[src/hw/rtl/lsrb_pkg.sv]
package lsrb_pkg;

    localparam int PERIOD_BITS = 12;
    localparam int ON_BITS     = 10;
    localparam int COL_BITS    = 3;
    localparam int LST_BITS    = 3;
    localparam int LIMIT_BITS  = 16;

    localparam logic [COL_BITS-1:0] COL_R     = 3'b001;
    localparam logic [COL_BITS-1:0] COL_G     = 3'b010;
    localparam logic [COL_BITS-1:0] COL_B     = 3'b100;
    localparam logic [COL_BITS-1:0] COL_AMBER = COL_R | COL_G;
    localparam logic [COL_BITS-1:0] COL_OFF   = 3'b000;

    localparam logic [LST_BITS-1:0] ST_FAULT       = 3'd0;
    localparam logic [LST_BITS-1:0] ST_INVISIBLE   = 3'd1;
    localparam logic [LST_BITS-1:0] ST_ADVERTISING = 3'd2;
    localparam logic [LST_BITS-1:0] ST_LINKING     = 3'd3;
    localparam logic [LST_BITS-1:0] ST_STALLED     = 3'd4;
    localparam logic [LST_BITS-1:0] ST_READY       = 3'd5;

    localparam logic [LIMIT_BITS-1:0] STALL_LIMIT_RESET = 16'd5000;

    localparam logic OP_TICK     = 1'b0;
    localparam logic OP_OVERRIDE = 1'b1;

    typedef struct packed {
        logic [COL_BITS-1:0]    colour;
        logic [ON_BITS-1:0]     on_ms;
        logic [PERIOD_BITS-1:0] period;
    } blink_t;

    typedef struct packed {
        logic busy;
        logic done;
    } mod_stat_t;

    function automatic blink_t blink_lookup(input logic [LST_BITS-1:0] st);
        blink_t b;
        unique case (st)
            ST_FAULT:       b = '{COL_R,     10'd100, 12'd200};
            ST_INVISIBLE:   b = '{COL_R,     10'd100, 12'd1000};
            ST_ADVERTISING: b = '{COL_B,     10'd8,   12'd1500};
            ST_LINKING:     b = '{COL_AMBER, 10'd500, 12'd500};
            ST_STALLED:     b = '{COL_AMBER, 10'd8,   12'd1500};
            ST_READY:       b = '{COL_G,     10'd8,   12'd3000};
            default:        b = '{COL_R,     10'd100, 12'd200};
        endcase
        return b;
    endfunction

endpackage

[src/hw/rtl/lsrb_in_if.sv]
interface lsrb_in_if;
    logic        valid;
    logic        ready;
    logic        op;
    logic [31:0] now_ms;
    logic        radio_active;
    logic        link_ready;
    logic        is_advertising;
    logic        peer_connected;
    logic [31:0] echo_count;
    logic        override_auto;
    logic [7:0]  override_colour;

    modport source (
        output valid, op, now_ms, radio_active, link_ready, is_advertising,
               peer_connected, echo_count, override_auto, override_colour,
        input  ready
    );

    modport sink (
        input  valid, op, now_ms, radio_active, link_ready, is_advertising,
               peer_connected, echo_count, override_auto, override_colour,
        output ready
    );
endinterface

[src/hw/rtl/lsrb_out_if.sv]
interface lsrb_out_if;
    logic       valid;
    logic       ready;
    logic [2:0] led_colour;
    logic       led_write;
    logic [2:0] link_state;
    logic       override_active;

    modport source (
        output valid, led_colour, led_write, link_state, override_active,
        input  ready
    );

    modport sink (
        input  valid, led_colour, led_write, link_state, override_active,
        output ready
    );
endinterface

[src/hw/rtl/lsrb_mod_unit.sv]
module lsrb_mod_unit
    import lsrb_pkg::*;
#(
    parameter int TIME_BITS = 32
)
(
    input  logic                   clk,
    input  logic                   rst_n,
    input  logic                   start,
    input  logic [TIME_BITS-1:0]   dividend,
    input  logic [PERIOD_BITS-1:0] divisor,
    output logic [PERIOD_BITS-1:0] rem,
    output mod_stat_t              stat
);

    localparam int CNT_BITS = $clog2(TIME_BITS);

    logic [TIME_BITS-1:0]   num_reg, num_next;
    logic [PERIOD_BITS-1:0] rem_reg, rem_next;
    logic [PERIOD_BITS-1:0] div_reg, div_next;
    logic [CNT_BITS-1:0]    cnt_reg, cnt_next;
    logic                   busy_reg, busy_next;
    logic                   done_reg, done_next;

    logic [PERIOD_BITS:0]   trial;
    logic [PERIOD_BITS:0]   diff;

    // restoring remainder, one dividend bit per cycle, MSB first
    assign trial = {rem_reg, num_reg[TIME_BITS-1]};
    assign diff  = trial - {1'b0, div_reg};

    always_comb
    begin
        num_next  = num_reg;
        rem_next  = rem_reg;
        div_next  = div_reg;
        cnt_next  = cnt_reg;
        busy_next = busy_reg;
        done_next = 1'b0;
        if (start)
        begin
            num_next  = dividend;
            rem_next  = '0;
            div_next  = divisor;
            cnt_next  = CNT_BITS'(TIME_BITS - 1);
            busy_next = 1'b1;
        end
        else if (busy_reg)
        begin
            num_next = {num_reg[TIME_BITS-2:0], 1'b0};
            if (trial >= {1'b0, div_reg})
                rem_next = diff[PERIOD_BITS-1:0];
            else
                rem_next = trial[PERIOD_BITS-1:0];
            if (cnt_reg == '0)
            begin
                busy_next = 1'b0;
                done_next = 1'b1;
            end
            else
            begin
                cnt_next = cnt_reg - 1'b1;
            end
        end
    end

    always_ff @(posedge clk or negedge rst_n)
    begin
        if (!rst_n)
        begin
            busy_reg <= 1'b0;
            done_reg <= 1'b0;
            cnt_reg  <= '0;
        end
        else
        begin
            busy_reg <= busy_next;
            done_reg <= done_next;
            cnt_reg  <= cnt_next;
        end
    end

    always_ff @(posedge clk)
    begin
        num_reg <= num_next;
        rem_reg <= rem_next;
        div_reg <= div_next;
    end

    assign rem       = rem_reg;
    assign stat.busy = busy_reg;
    assign stat.done = done_reg;

endmodule

[src/hw/rtl/link_status_rgb_blinker_top.sv]
// Status LED driver for a radio link. Each request on items is a service tick
// (op 0) or an override command (op 1) and yields exactly one request on
// results. Override commands and ticks while a colour is forced go from
// classification straight to the result stage; an automatic tick first waits
// on the bit-serial modulo unit that reduces the blink phase by the pattern
// period, one bit per cycle. The result stage holds until results can take
// the result. items is not ready while a request is in work; a finished
// result may wait on results while the next request is taken. stall_limit_ms
// sits at APB byte address 0 and may only be written while the block is idle.
module link_status_rgb_blinker_top
    import lsrb_pkg::*;
#(
    parameter int TIME_BITS = 32
)
(
    input  logic        clk,
    input  logic        rst_n,
    input  logic        psel,
    input  logic        penable,
    input  logic        pwrite,
    input  logic [2:0]  paddr,
    input  logic [31:0] pwdata,
    output logic [31:0] prdata,
    output logic        pready,
    lsrb_in_if.sink     items,
    lsrb_out_if.source  results
);

    localparam logic [1:0] S_IDLE  = 2'd0;
    localparam logic [1:0] S_CLASS = 2'd1;
    localparam logic [1:0] S_DIV   = 2'd2;
    localparam logic [1:0] S_FIN   = 2'd3;

    logic [1:0] fsm_reg, fsm_next;

    // configuration
    logic [LIMIT_BITS-1:0] stall_limit_reg;

    // captured request
    logic                 itm_op_reg;
    logic [TIME_BITS-1:0] itm_now_reg;
    logic                 itm_radio_reg;
    logic                 itm_link_reg;
    logic                 itm_adv_reg;
    logic                 itm_peer_reg;
    logic [31:0]          itm_echo_reg;
    logic                 itm_auto_reg;
    logic [COL_BITS-1:0]  itm_colour_reg;

    // block state
    logic [LST_BITS-1:0]  cur_state_reg, cur_state_next;
    logic [TIME_BITS-1:0] phase_start_reg, phase_start_next;
    logic [COL_BITS-1:0]  shown_mask_reg, shown_mask_next;
    logic                 shown_valid_reg, shown_valid_next;
    logic                 forced_on_reg, forced_on_next;
    logic [COL_BITS-1:0]  forced_mask_reg, forced_mask_next;
    logic [31:0]          echo_seen_reg, echo_seen_next;
    logic [TIME_BITS-1:0] adv_time_reg, adv_time_next;
    logic                 adv_armed_reg, adv_armed_next;

    // pattern waiting on the modulo unit
    logic [COL_BITS-1:0]  pend_colour_reg, pend_colour_next;
    logic [ON_BITS-1:0]   pend_on_reg, pend_on_next;

    // result
    logic [COL_BITS-1:0]  res_colour_reg, res_colour_next;
    logic                 res_write_reg, res_write_next;
    logic [LST_BITS-1:0]  res_state_reg, res_state_next;
    logic                 res_ovr_reg, res_ovr_next;

    logic                 out_valid_reg, out_valid_next;
    logic                 out_load;

    logic                 accept;
    logic                 cfg_write;

    logic [LST_BITS-1:0]  st_new;
    logic [TIME_BITS-1:0] stall_elapsed;
    logic [TIME_BITS-1:0] phase_elapsed;
    logic [COL_BITS-1:0]  drive_mask;
    logic                 drive_write;
    blink_t               blink;

    logic                   mod_start;
    logic [PERIOD_BITS-1:0] mod_rem;
    mod_stat_t              mod_stat;

    assign accept    = items.valid && items.ready;
    assign cfg_write = psel && penable && pwrite && !paddr[2];
    assign items.ready = (fsm_reg == S_IDLE);
    assign pready = 1'b1;
    assign prdata = paddr[2] ? 32'd0 : {16'd0, stall_limit_reg};

    lsrb_mod_unit #(
        .TIME_BITS (TIME_BITS)
    ) u_mod (
        .clk      (clk),
        .rst_n    (rst_n),
        .start    (mod_start),
        .dividend (phase_elapsed),
        .divisor  (blink.period),
        .rem      (mod_rem),
        .stat     (mod_stat)
    );

    always_comb
    begin
        fsm_next         = fsm_reg;
        cur_state_next   = cur_state_reg;
        phase_start_next = phase_start_reg;
        shown_mask_next  = shown_mask_reg;
        shown_valid_next = shown_valid_reg;
        forced_on_next   = forced_on_reg;
        forced_mask_next = forced_mask_reg;
        echo_seen_next   = echo_seen_reg;
        adv_time_next    = adv_time_reg;
        adv_armed_next   = adv_armed_reg;
        pend_colour_next = pend_colour_reg;
        pend_on_next     = pend_on_reg;
        res_colour_next  = res_colour_reg;
        res_write_next   = res_write_reg;
        res_state_next   = res_state_reg;
        res_ovr_next     = res_ovr_reg;
        mod_start        = 1'b0;
        out_load         = 1'b0;
        st_new           = ST_FAULT;
        stall_elapsed    = '0;
        phase_elapsed    = '0;
        blink            = blink_lookup(cur_state_reg);
        drive_mask       = forced_mask_reg;
        drive_write      = 1'b0;

        unique case (fsm_reg)
            S_IDLE:
            begin
                if (items.valid)
                    fsm_next = S_CLASS;
            end
            S_CLASS:
            begin
                if (itm_op_reg == OP_OVERRIDE)
                begin
                    if (itm_auto_reg)
                    begin
                        forced_on_next   = 1'b0;
                        shown_valid_next = 1'b0;
                        phase_start_next = itm_now_reg;
                    end
                    else
                    begin
                        forced_on_next   = 1'b1;
                        forced_mask_next = itm_colour_reg;
                    end
                    res_colour_next = shown_mask_reg;
                    res_write_next  = 1'b0;
                    res_state_next  = cur_state_reg;
                    res_ovr_next    = forced_on_next;
                    fsm_next        = S_FIN;
                end
                else if (forced_on_reg)
                begin
                    drive_mask  = forced_mask_reg;
                    drive_write = !(shown_valid_reg && drive_mask == shown_mask_reg);
                    if (drive_write)
                    begin
                        shown_mask_next  = drive_mask;
                        shown_valid_next = 1'b1;
                    end
                    res_colour_next = shown_mask_next;
                    res_write_next  = drive_write;
                    res_state_next  = cur_state_reg;
                    res_ovr_next    = 1'b1;
                    fsm_next        = S_FIN;
                end
                else
                begin
                    if (!itm_radio_reg)
                    begin
                        st_new = ST_FAULT;
                    end
                    else if (!itm_link_reg)
                    begin
                        adv_armed_next = 1'b0;
                        if (itm_peer_reg)
                            st_new = ST_LINKING;
                        else if (itm_adv_reg)
                            st_new = ST_ADVERTISING;
                        else
                            st_new = ST_INVISIBLE;
                    end
                    else
                    begin
                        if (itm_echo_reg != echo_seen_reg)
                        begin
                            echo_seen_next = itm_echo_reg;
                            adv_time_next  = itm_now_reg;
                            adv_armed_next = 1'b1;
                        end
                        else if (!adv_armed_reg)
                        begin
                            adv_time_next  = itm_now_reg;
                            adv_armed_next = 1'b1;
                        end
                        stall_elapsed = itm_now_reg - adv_time_next;
                        if (stall_elapsed > TIME_BITS'(stall_limit_reg))
                            st_new = ST_STALLED;
                        else
                            st_new = ST_READY;
                    end
                    if (st_new != cur_state_reg)
                    begin
                        cur_state_next   = st_new;
                        phase_start_next = itm_now_reg;
                        shown_valid_next = 1'b0;
                    end
                    phase_elapsed    = itm_now_reg - phase_start_next;
                    blink            = blink_lookup(cur_state_next);
                    pend_colour_next = blink.colour;
                    pend_on_next     = blink.on_ms;
                    mod_start        = 1'b1;
                    fsm_next         = S_DIV;
                end
            end
            S_DIV:
            begin
                if (mod_stat.done)
                begin
                    drive_mask  = (mod_rem < PERIOD_BITS'(pend_on_reg)) ?
                                  pend_colour_reg : COL_OFF;
                    drive_write = !(shown_valid_reg && drive_mask == shown_mask_reg);
                    if (drive_write)
                    begin
                        shown_mask_next  = drive_mask;
                        shown_valid_next = 1'b1;
                    end
                    res_colour_next = shown_mask_next;
                    res_write_next  = drive_write;
                    res_state_next  = cur_state_reg;
                    res_ovr_next    = 1'b0;
                    fsm_next        = S_FIN;
                end
            end
            S_FIN:
            begin
                if (!out_valid_reg || results.ready)
                begin
                    out_load = 1'b1;
                    fsm_next = S_IDLE;
                end
            end
            default:
            begin
                fsm_next = S_IDLE;
            end
        endcase
    end

    always_comb
    begin
        out_valid_next = out_valid_reg;
        if (out_load)
            out_valid_next = 1'b1;
        else if (results.ready)
            out_valid_next = 1'b0;
    end

    always_ff @(posedge clk or negedge rst_n)
    begin
        if (!rst_n)
        begin
            fsm_reg         <= S_IDLE;
            stall_limit_reg <= STALL_LIMIT_RESET;
            cur_state_reg   <= ST_FAULT;
            phase_start_reg <= '0;
            shown_mask_reg  <= COL_OFF;
            shown_valid_reg <= 1'b0;
            forced_on_reg   <= 1'b0;
            forced_mask_reg <= COL_OFF;
            echo_seen_reg   <= '0;
            adv_time_reg    <= '0;
            adv_armed_reg   <= 1'b0;
            out_valid_reg   <= 1'b0;
        end
        else
        begin
            fsm_reg         <= fsm_next;
            if (cfg_write)
                stall_limit_reg <= pwdata[LIMIT_BITS-1:0];
            cur_state_reg   <= cur_state_next;
            phase_start_reg <= phase_start_next;
            shown_mask_reg  <= shown_mask_next;
            shown_valid_reg <= shown_valid_next;
            forced_on_reg   <= forced_on_next;
            forced_mask_reg <= forced_mask_next;
            echo_seen_reg   <= echo_seen_next;
            adv_time_reg    <= adv_time_next;
            adv_armed_reg   <= adv_armed_next;
            out_valid_reg   <= out_valid_next;
        end
    end

    always_ff @(posedge clk)
    begin
        if (accept)
        begin
            itm_op_reg     <= items.op;
            itm_now_reg    <= TIME_BITS'(items.now_ms);
            itm_radio_reg  <= items.radio_active;
            itm_link_reg   <= items.link_ready;
            itm_adv_reg    <= items.is_advertising;
            itm_peer_reg   <= items.peer_connected;
            itm_echo_reg   <= items.echo_count;
            itm_auto_reg   <= items.override_auto;
            itm_colour_reg <= items.override_colour[COL_BITS-1:0];
        end
        pend_colour_reg <= pend_colour_next;
        pend_on_reg     <= pend_on_next;
        res_colour_reg  <= res_colour_next;
        res_write_reg   <= res_write_next;
        res_state_reg   <= res_state_next;
        res_ovr_reg     <= res_ovr_next;
        if (out_load)
        begin
            results.led_colour      <= res_colour_reg;
            results.led_write       <= res_write_reg;
            results.link_state      <= res_state_reg;
            results.override_active <= res_ovr_reg;
        end
    end

    assign results.valid = out_valid_reg;

    // assertions
    a_accept_to_class: assert property (@(posedge clk) disable iff (!rst_n)
        accept |=> fsm_reg == S_CLASS)
        else $error("accepted request did not enter classification");

    a_div_not_forced: assert property (@(posedge clk) disable iff (!rst_n)
        fsm_reg == S_DIV |-> !forced_on_reg)
        else $error("blink phase computed while a colour is forced");

    a_write_sets_shown: assert property (@(posedge clk) disable iff (!rst_n)
        (fsm_reg == S_FIN && res_write_reg) |-> shown_valid_reg)
        else $error("pin write reported without a shown mask");

    a_state_range: assert property (@(posedge clk) disable iff (!rst_n)
        cur_state_reg <= ST_READY)
        else $error("link state out of range");

    a_div_busy: assert property (@(posedge clk) disable iff (!rst_n)
        (fsm_reg == S_DIV && !mod_stat.done) |-> mod_stat.busy)
        else $error("waiting on an idle modulo unit");

endmodule

[src/flat_wrapper.sv]
// flat-port wrapper written by rule: the top's interface ports become plain ports
module link_status_rgb_blinker_top_flat import lsrb_pkg::*;
#(
    parameter int TIME_BITS = 32
)
  (clk, rst_n, psel, penable, pwrite, paddr, pwdata, prdata, pready, items_valid, items_op, items_now_ms, items_radio_active, items_link_ready, items_is_advertising, items_peer_connected, items_echo_count, items_override_auto, items_override_colour, items_ready, results_valid, results_led_colour, results_led_write, results_link_state, results_override_active, results_ready);
  lsrb_in_if items_i ();
  lsrb_out_if results_i ();
  input  logic clk;
  input  logic rst_n;
  input  logic psel;
  input  logic penable;
  input  logic pwrite;
  input  logic [2:0] paddr;
  input  logic [31:0] pwdata;
  output logic [31:0] prdata;
  output logic pready;
  input wire logic [$bits(items_i.valid)-1:0] items_valid;
  input wire logic [$bits(items_i.op)-1:0] items_op;
  input wire logic [$bits(items_i.now_ms)-1:0] items_now_ms;
  input wire logic [$bits(items_i.radio_active)-1:0] items_radio_active;
  input wire logic [$bits(items_i.link_ready)-1:0] items_link_ready;
  input wire logic [$bits(items_i.is_advertising)-1:0] items_is_advertising;
  input wire logic [$bits(items_i.peer_connected)-1:0] items_peer_connected;
  input wire logic [$bits(items_i.echo_count)-1:0] items_echo_count;
  input wire logic [$bits(items_i.override_auto)-1:0] items_override_auto;
  input wire logic [$bits(items_i.override_colour)-1:0] items_override_colour;
  output wire logic [$bits(items_i.ready)-1:0] items_ready;
  output wire logic [$bits(results_i.valid)-1:0] results_valid;
  output wire logic [$bits(results_i.led_colour)-1:0] results_led_colour;
  output wire logic [$bits(results_i.led_write)-1:0] results_led_write;
  output wire logic [$bits(results_i.link_state)-1:0] results_link_state;
  output wire logic [$bits(results_i.override_active)-1:0] results_override_active;
  input wire logic [$bits(results_i.ready)-1:0] results_ready;
  assign items_i.valid = items_valid;
  assign items_i.op = items_op;
  assign items_i.now_ms = items_now_ms;
  assign items_i.radio_active = items_radio_active;
  assign items_i.link_ready = items_link_ready;
  assign items_i.is_advertising = items_is_advertising;
  assign items_i.peer_connected = items_peer_connected;
  assign items_i.echo_count = items_echo_count;
  assign items_i.override_auto = items_override_auto;
  assign items_i.override_colour = items_override_colour;
  assign items_ready = items_i.ready;
  assign results_valid = results_i.valid;
  assign results_led_colour = results_i.led_colour;
  assign results_led_write = results_i.led_write;
  assign results_link_state = results_i.link_state;
  assign results_override_active = results_i.override_active;
  assign results_i.ready = results_ready;
  link_status_rgb_blinker_top #(.TIME_BITS(TIME_BITS)) u_core (.clk(clk), .rst_n(rst_n), .psel(psel), .penable(penable), .pwrite(pwrite), .paddr(paddr), .pwdata(pwdata), .prdata(prdata), .pready(pready), .items(items_i), .results(results_i));
endmodule
[config.mk]
export PLATFORM = sky130hd
export DESIGN_NAME = link_status_rgb_blinker_top_flat
export DESIGN_NICKNAME = d
export VERILOG_FILES = /design/src/hw/rtl/lsrb_pkg.sv /design/src/hw/rtl/lsrb_in_if.sv /design/src/hw/rtl/lsrb_out_if.sv /design/src/hw/rtl/lsrb_mod_unit.sv /design/src/hw/rtl/link_status_rgb_blinker_top.sv /design/src/flat_wrapper.sv
export SDC_FILE = /design/constraint.sdc
export NUM_CORES = 1
export LEC_CHECK = 0
export BUFFER_PORTS_ARGS = -buffer_cell sky130_fd_sc_hd__buf_4
export CORE_MARGIN = 10
export CORE_UTILIZATION = 55
export DETAILED_ROUTE_END_ITERATION = 6
export PLACE_DENSITY = 0.75
export SKIP_LAST_GASP = 1
export SLEW_MARGIN = 30
export SYNTH_ARGS = -nofsm -noshare
export SYNTH_HDL_FRONTEND = slang
export SYNTH_SLANG_ARGS = --single-unit
[constraint.sdc]
create_clock -name clk -period 31.7 [get_ports clk]
set_input_delay 4.755 -clock clk [delete_from_list [all_inputs] [get_ports clk]]
set_output_delay 4.755 -clock clk [all_outputs]
set_load 0.1 [all_outputs]
Yosys cells after proc, flatten, opt, wreduce, memory -nomap -nowiden. Cells that the tools add are included.

Shift operators: 0. Equality and inequality tests: 30. Order comparisons: 3. $mul: 0. Add/sub/neg operators: 4. Reduce and logical (&&, ||, !) cells: 28. Multiplexer cells: 91. Div/mod/pow operators: 0. Bitwise operators: 3.

Operators by type and width (number): 32-bit 2-to-1 mux (19); 25-bit one-hot mux with 5 select lines (1); 32-bit subtractor (2); 3-bit 2-to-1 mux (20); 12-bit one-hot mux with 5 select lines (1); 12-bit 2-to-1 mux (4); 32-bit by 16-bit greater-than comparator with 1-bit output (1); 32-bit != test (1); 1-bit 2-to-1 mux (30); 3-bit one-hot mux with 2 select lines (3); 16-bit 2-to-1 mux (1); 5-bit 2-to-1 mux (3); 3-bit AND reduction (5); 13-bit by 12-bit greater-or-equal comparator with 1-bit output (1); 3-bit by 2-bit equality test with 1-bit output, second input constant (4); 3-bit equality test, second input constant (4); 12-bit by 10-bit less-than comparator with 1-bit output (1); 6-bit AND reduction (2); 12-bit subtractor (1); 2-bit 2-to-1 mux (5); 2-bit != test, second input constant (5); 2-bit by 1-bit != test with 1-bit output, second input constant (4); 2-bit one-hot mux with 4 select lines (1); 4-bit AND reduction (2); other kinds (20) (38).

Output and inout bits: 43. Memory bits (writable): 0. Memory bits (read-only): 0. Register bits after elaboration: 292. Memories kept: 0. Latch bits: 0. Logic and storage cells: 196. Input bits: 120.

Longest topological paths before layout.
Word-level depth: 25. Depth in mapped cells: 49. Depth with buffers taken out: 46.

Modules after synthesis. From an unflattened synthesis, not the netlist that was laid out.

Cell total of the unflattened synthesis: 1716. Area, all modules: 17574.4 um^2.

Modules (own cells, without submodules): link_status_rgb_blinker_top (seq. area each 6037.0 um^2, area each 14366.3 um^2, cells each 1460, times used 1); lsrb_mod_unit (seq. area each 1736.7 um^2, area each 3208.1 um^2, cells each 256, times used 1).

Least setup slack after synthesis. Ideal clock, no wire load.

Path type: input to output. Start point: input port paddr[2]. End point: output port prdata[10]. Setup slack: 20.568 ns. Required time: 26.945 ns. Stages on the path: 3. Arrival time: 6.377 ns. Cell sequence: clkbuf_1 > clkbuf_1 > nor2_1.

Longest elaborated chain between the ends: 1.

Ends and longest elaborated chain: start, declared (RTL line flat_wrapper.sv:14) `input logic [2:0] paddr;`; 16-bit 2-to-1 mux (RTL line link_status_rgb_blinker_top.sv:92) `assign prdata = paddr[2] ? 32'd0 : {16'd0, stall_limit_reg};`; end, declared (RTL line flat_wrapper.sv:16) `output logic [31:0] prdata;`.

Every way passes these cells.

Final worst setup path.
Start point: register u_core.echo_seen_reg[0]. End point: register u_core.u_mod.num_reg[31], data pin.

Longest elaborated chain between the ends: 25.

Ends and longest elaborated chain: start, declared (RTL line link_status_rgb_blinker_top.sv:57) `logic [31:0] echo_seen_reg, echo_seen_next;`; start signal, assigned (RTL line link_status_rgb_blinker_top.sv:295) `echo_seen_reg <= echo_seen_next;`; 32-bit != test (RTL line link_status_rgb_blinker_top.sv:193) `if (itm_echo_reg != echo_seen_reg)`; 32-bit 2-to-1 mux (RTL line link_status_rgb_blinker_top.sv:193); 32-bit 2-to-1 mux (RTL line link_status_rgb_blinker_top.sv:181) `else if (!itm_link_reg)`; 32-bit 2-to-1 mux (RTL line link_status_rgb_blinker_top.sv:177) `if (!itm_radio_reg)`; 32-bit 2-to-1 mux (RTL line link_status_rgb_blinker_top.sv:160) `else if (forced_on_reg)`; 32-bit 2-to-1 mux (RTL line link_status_rgb_blinker_top.sv:141) `if (itm_op_reg == OP_OVERRIDE)`; 32-bit 2-to-1 mux (RTL line link_status_rgb_blinker_top.sv:133) `unique case (fsm_reg)`; 32-bit subtractor (RTL line link_status_rgb_blinker_top.sv:204) `stall_elapsed = itm_now_reg - adv_time_next;`; [... 10 more ...]; 32-bit 2-to-1 mux (RTL line link_status_rgb_blinker_top.sv:141); 32-bit 2-to-1 mux (RTL line link_status_rgb_blinker_top.sv:133); 32-bit subtractor (RTL line link_status_rgb_blinker_top.sv:216) `phase_elapsed = itm_now_reg - phase_start_next;`; 32-bit 2-to-1 mux (RTL line link_status_rgb_blinker_top.sv:160); 32-bit 2-to-1 mux (RTL line link_status_rgb_blinker_top.sv:141); 32-bit 2-to-1 mux (RTL line link_status_rgb_blinker_top.sv:133); 32-bit 2-to-1 mux (RTL line lsrb_mod_unit.sv:40) `if (start)`; named net u_core.u_mod.num_next[31] (RTL line lsrb_mod_unit.sv:18) `logic [TIME_BITS-1:0] num_reg, num_next;`; end signal, assigned (RTL line lsrb_mod_unit.sv:85) `num_reg <= num_next;`; end, declared (RTL line lsrb_mod_unit.sv:18).

The timed path passes the listed nets, and every way through them passes these cells. The select of a mux whose other input is x is not followed. A chain may end at the register's enable or synchronous reset.

==> flow_metrics.py <==
metrics = {
    "timing": {
        "final_period_minus_worst_setup_slack_ns": 12.37,
        "final-max-slew-violation-count": 0,
        "final.setup.worst_slack_ns": 19.33,
        "timing.setup.tns_ns": 0,
        "grt_setup_unrepaired": "no",
        "actual_slew_at_the_worst_max_slew_pin_ns": 0.892,
        "worst_slew_margin_rel": 0.402,
        "setup-violations-final": 0,
        "final.hold.worst_slack_ns": 0.417,
        "worst_clock_skew_ns": 0.0287,
        "fmax_mhz": 80.9,
        "layout_worst_path_cycle_share": 0.390,
        "hold_violations": 0,
    },
    "clocking": {
        "clk-insertion-delay-late_ns": 0.53,
        "htree_num_levels": 2,
        "cts-root-buf": "clkbuf_16",
        "tritoncts": "yes",
        "clk_pin_slew_worst_paths_ns": 0.06,
        "ctsLongestPathBuffers": 3,
        "cts_sinks": 282,
        "post_cts.resized_instances": 0,
        "cts-hold-fix-buffers": 0,
        "cts-buffers-inserted": 34,
        "post-cts-setup-buffers": 0,
    },
    "detailed_routing": {
        "m1WireLength_mm": 17.7,
        "route.antenna.remaining_nets": 0,
        "drc": 0,
        "aggregate_routed_wire_length_mm": 39.9,
        "vias_per_cell": 5.84,
        "first_pass_iters": 5,
        "top_layer_used": "met4",
        "first_iter_violations": 877,
        "wl_met3_mm": 2.19,
        "met2_wl_post_dr_mm": 19.1,
        "count_of_vias_placed_by_the_detailed_router": 12800,
        "routedWlPerCell_um": 18.3,
    },
    "logic_synthesis": {
        "synth.ff_latch_count": 282,
        "yosys.area_share.xor_xnor": 0.0559,
        "yosys.area.top_type": "edfxtp_1",
        "synth_flop_cell": "edfxtp_1",
        "synth_cells": 1658,
        "async_reset_ff_frac": 0.475,
        "synth-compound-area-share": 0.143,
        "synth_top_area_frac": 0.241,
        "synth_top_family_by_area": "simple AND/OR/NAND/NOR gates",
        "synth.cell_area_sq_mm": 0.0169,
        "seq_area_frac_synth": 0.454,
        "yosys.cell_types.count": 92,
        "avgSynthCellArea_sq_um": 10.2,
        "synth-simple-area-share": 0.144,
        "synth-edff-count": 136,
        "yosys.area_share.adder": 0.0756,
        "synthMuxAreaShare": 0.0869,
        "synth_area_leaders": "edfxtp_1, dfrtp_1, ha_1, mux2_2, xnor2_1",
        "yosys_warnings": 0,
    },
    "worst_setup_path": {
        "critical_path.slowest_cell": "nor4_4",
        "cpPeakStageDelay_ns": 0.67,
        "worstSetupEndpointType": "flop",
        "timing.critical_path.from_type": "flop",
        "critical_path_class": "flop to flop",
        "cp_data_arrival_time_ns": 12.73,
        "critical_path_data_required_time_ns": 32.06,
        "timing.critical_path.fanout_max": 38,
        "critical_path.most_common_cell": "a21oi_1",
    },
    "placed_design": {
        "dpl_worst_slack_ns": 19.52,
        "gp_congestion": 0.892,
        "port_buffers": 122,
        "placed_area_sq_mm": 0.0181,
        "hpwlAfterDp_mm": 29.7,
    },
    "global_route": {
        "grt_first_pass_wirelength_mm": 65.4,
        "grt.total_usage": 0.205,
        "grt_max_degree": 73,
        "initial_antenna_violation_count": 0,
        "global_route.overflow_total": 0,
        "via_count_of_the_first_global_routing_pass": 13000,
    },
    "run": {
        "max_cap_viol_count": 0,
    },
    "hold_path": {
        "worst_hold_path_type": "flop to flop",
    },
    "floorplan": {
        "start_util": 0.555,
        "die_y_um": 195,
        "core_sq_mm": 0.0305,
        "top_level_ports": 163,
        "die-width_um": 195,
        "site_row_count": 64,
        "die_area_sq_mm": 0.0382,
    },
    "finish": {
        "finish.net_count": 1969,
        "area.growth.synth_to_final_pct": 14.2,
        "finalInstanceArea_sq_mm": 0.0193,
        "insertedDiodeCount": 0,
        "fillCellCount": 2451,
        "layout-drive-gt1-share": 0.177,
    },
    "power": {
        "power.density_mw_per_mm2": 106,
        "total_power_mw": 2.05,
        "power.static_leakage_nw": 8.34,
        "vdd.ir_drop.worst_uv": 50.8,
    },
    "status": {
        "result_of_the_run": "complete, no violations",
    },
}
-- metrics by stage --
| step | util | instances |
|---|---|---|
| floorplan | - | 1673 |
| global placement | 0.594 | 2122 |
| detailed placement | 0.595 | 2123 |
| CTS | 0.633 | 2185 |
| global route | 0.634 | 2185 |
| finish | 0.634 | 2185 |
-- power by group --
| group | switching [mW] | leakage, nW | internal, mW | total [mW] |
|---|---|---|---|---|
| Combinational | 0.576 | 4.73 | 0.407 | 0.983 |
| Sequential | 0.113 | 3.05 | 0.554 | 0.667 |
| Clock | 0.160 | 0.558 | 0.242 | 0.402 |
| Total | 0.849 | 8.34 | 1.20 | 2.05 |
-- logic make-up (layout without fill, tap and decap cells) --
| kind of cell | count (synthesis) | after routing |
|---|---|---|
| AND/OR/NAND/NOR | 493 | 493 |
| AO/OA/AOI/OAI | 373 | 373 |
| other | 2 | 17 |
| multiplexers | 136 | 136 |
| buffers and inverters | 160 | 276 |
| flip-flops | 282 | 282 |
| XOR/XNOR | 108 | 108 |
| adder cells (fa/ha/maj) | 104 | 104 |
-- final cells by class --
type | instances | area (sq um) | share of cell area
tap | 396 | 495 | 0.0256
timing repair buffer | 133 | 1010 | 0.0525
inverter | 81 | 304 | 0.0157
multi-input combinational | 1231 | 8660 | 0.448
clock buffer | 43 | 915 | 0.0473
clock inverter | 19 | 259 | 0.0134
sequential | 282 | 7680 | 0.398
-- worst max-delay path, delay by kind of cell (launching register included) --
kind | cells | cell delay (ns)
compound gates | 21 | 5.07
xor+xnor | 2 | 0.30
fa+ha+maj | 3 | 0.84
buf+inv | 1 | 0.45
flops | 1 | 0.39
mux | 1 | 0.32
simple gates | 19 | 4.77
-- synthesized netlist by cell type, types with 13 or more instances --
cell      number
nand2b_1      34
clkbuf_1      49
o21ai_0      126
mux2_2        79
nor2_1       116
edfxtp_1     136
inv_1         81
buf_4         19
dfrtp_1      129
nor2b_1       23
a21o_1        25
nand2_1      167
nor3_1        25
xor2_1        24
nand4_1       21
nand3_1       28
a31oi_1       19
mux2i_1       54
maj3_1        18
and3_1        13
ha_1          83
xnor2_1       84
a21oi_1       82
-- placed cells by master (no fill, tap or decap), types with 8 or more instances in the layout --
| master | n |
|---|---|
| nor2b_1 | 23 |
| maj3_1 | 18 |
| dfxtp_1 | 12 |
| ha_1 | 83 |
| a21oi_1 | 82 |
| dfrtp_1 | 129 |
| a31oi_1 | 19 |
| nand4_1 | 21 |
| xnor2_1 | 84 |
| inv_1 | 81 |
| o21bai_1 | 12 |
| mux2_2 | 79 |
| edfxtp_1 | 136 |
| a21o_1 | 25 |
| o21ai_0 | 126 |
| o21a_1 | 9 |
| and3_1 | 13 |
| buf_4 | 131 |
| conb_1 | 17 |
| nand2_1 | 166 |
| o31ai_1 | 9 |
| and2_1 | 8 |
| a211oi_1 | 12 |
| nor2_1 | 115 |
| mux2i_1 | 53 |
| nand3_1 | 25 |
| o211ai_1 | 10 |
| xor2_1 | 24 |
| clkbuf_16 | 34 |
| nand2b_1 | 34 |
| or3_1 | 10 |
| nor3_1 | 25 |
-- layer usage --
| layer | up-vias | GRT usage |
|---|---|---|
| li1 | 6172 | - |
| met1 | 6178 | 0.262 |
| met2 | 346 | 0.347 |
| met3 | 64 | 0.0389 |
| met4 | 0 | 0.0583 |
| met5 | - | 0 |
-- final timing paths --
| kind | depth (start not counted) | from | slack (ns) | end |
|---|---|---|---|---|
| worst min register to register | 0 | u_core.res_colour_reg[2]$_DFFE_PP_ | 0.42 | u_core.results.led_colour[2]$_DFFE_PP_ |
| worst min-delay path | 0 | u_core.res_colour_reg[2]$_DFFE_PP_ | 0.42 | u_core.results.led_colour[2]$_DFFE_PP_ |
| min in group asynchronous | 1 | rst_n | 4.25 | u_core.phase_start_reg[29]$_DFFE_PN0P_ |
| worst max-delay path | 47 | u_core.echo_seen_reg[0]$_DFFE_PN0P_ | 19.33 | u_core.u_mod.num_reg[31]$_DFFE_PP_ |
| worst max register to register | 47 | u_core.echo_seen_reg[0]$_DFFE_PN0P_ | 19.33 | u_core.u_mod.num_reg[31]$_DFFE_PP_ |
| max in group asynchronous | 2 | rst_n | 26.08 | u_core.adv_time_reg[14]$_DFFE_PN0P_ |
Note: power is estimated with default switching activity, not from simulation.
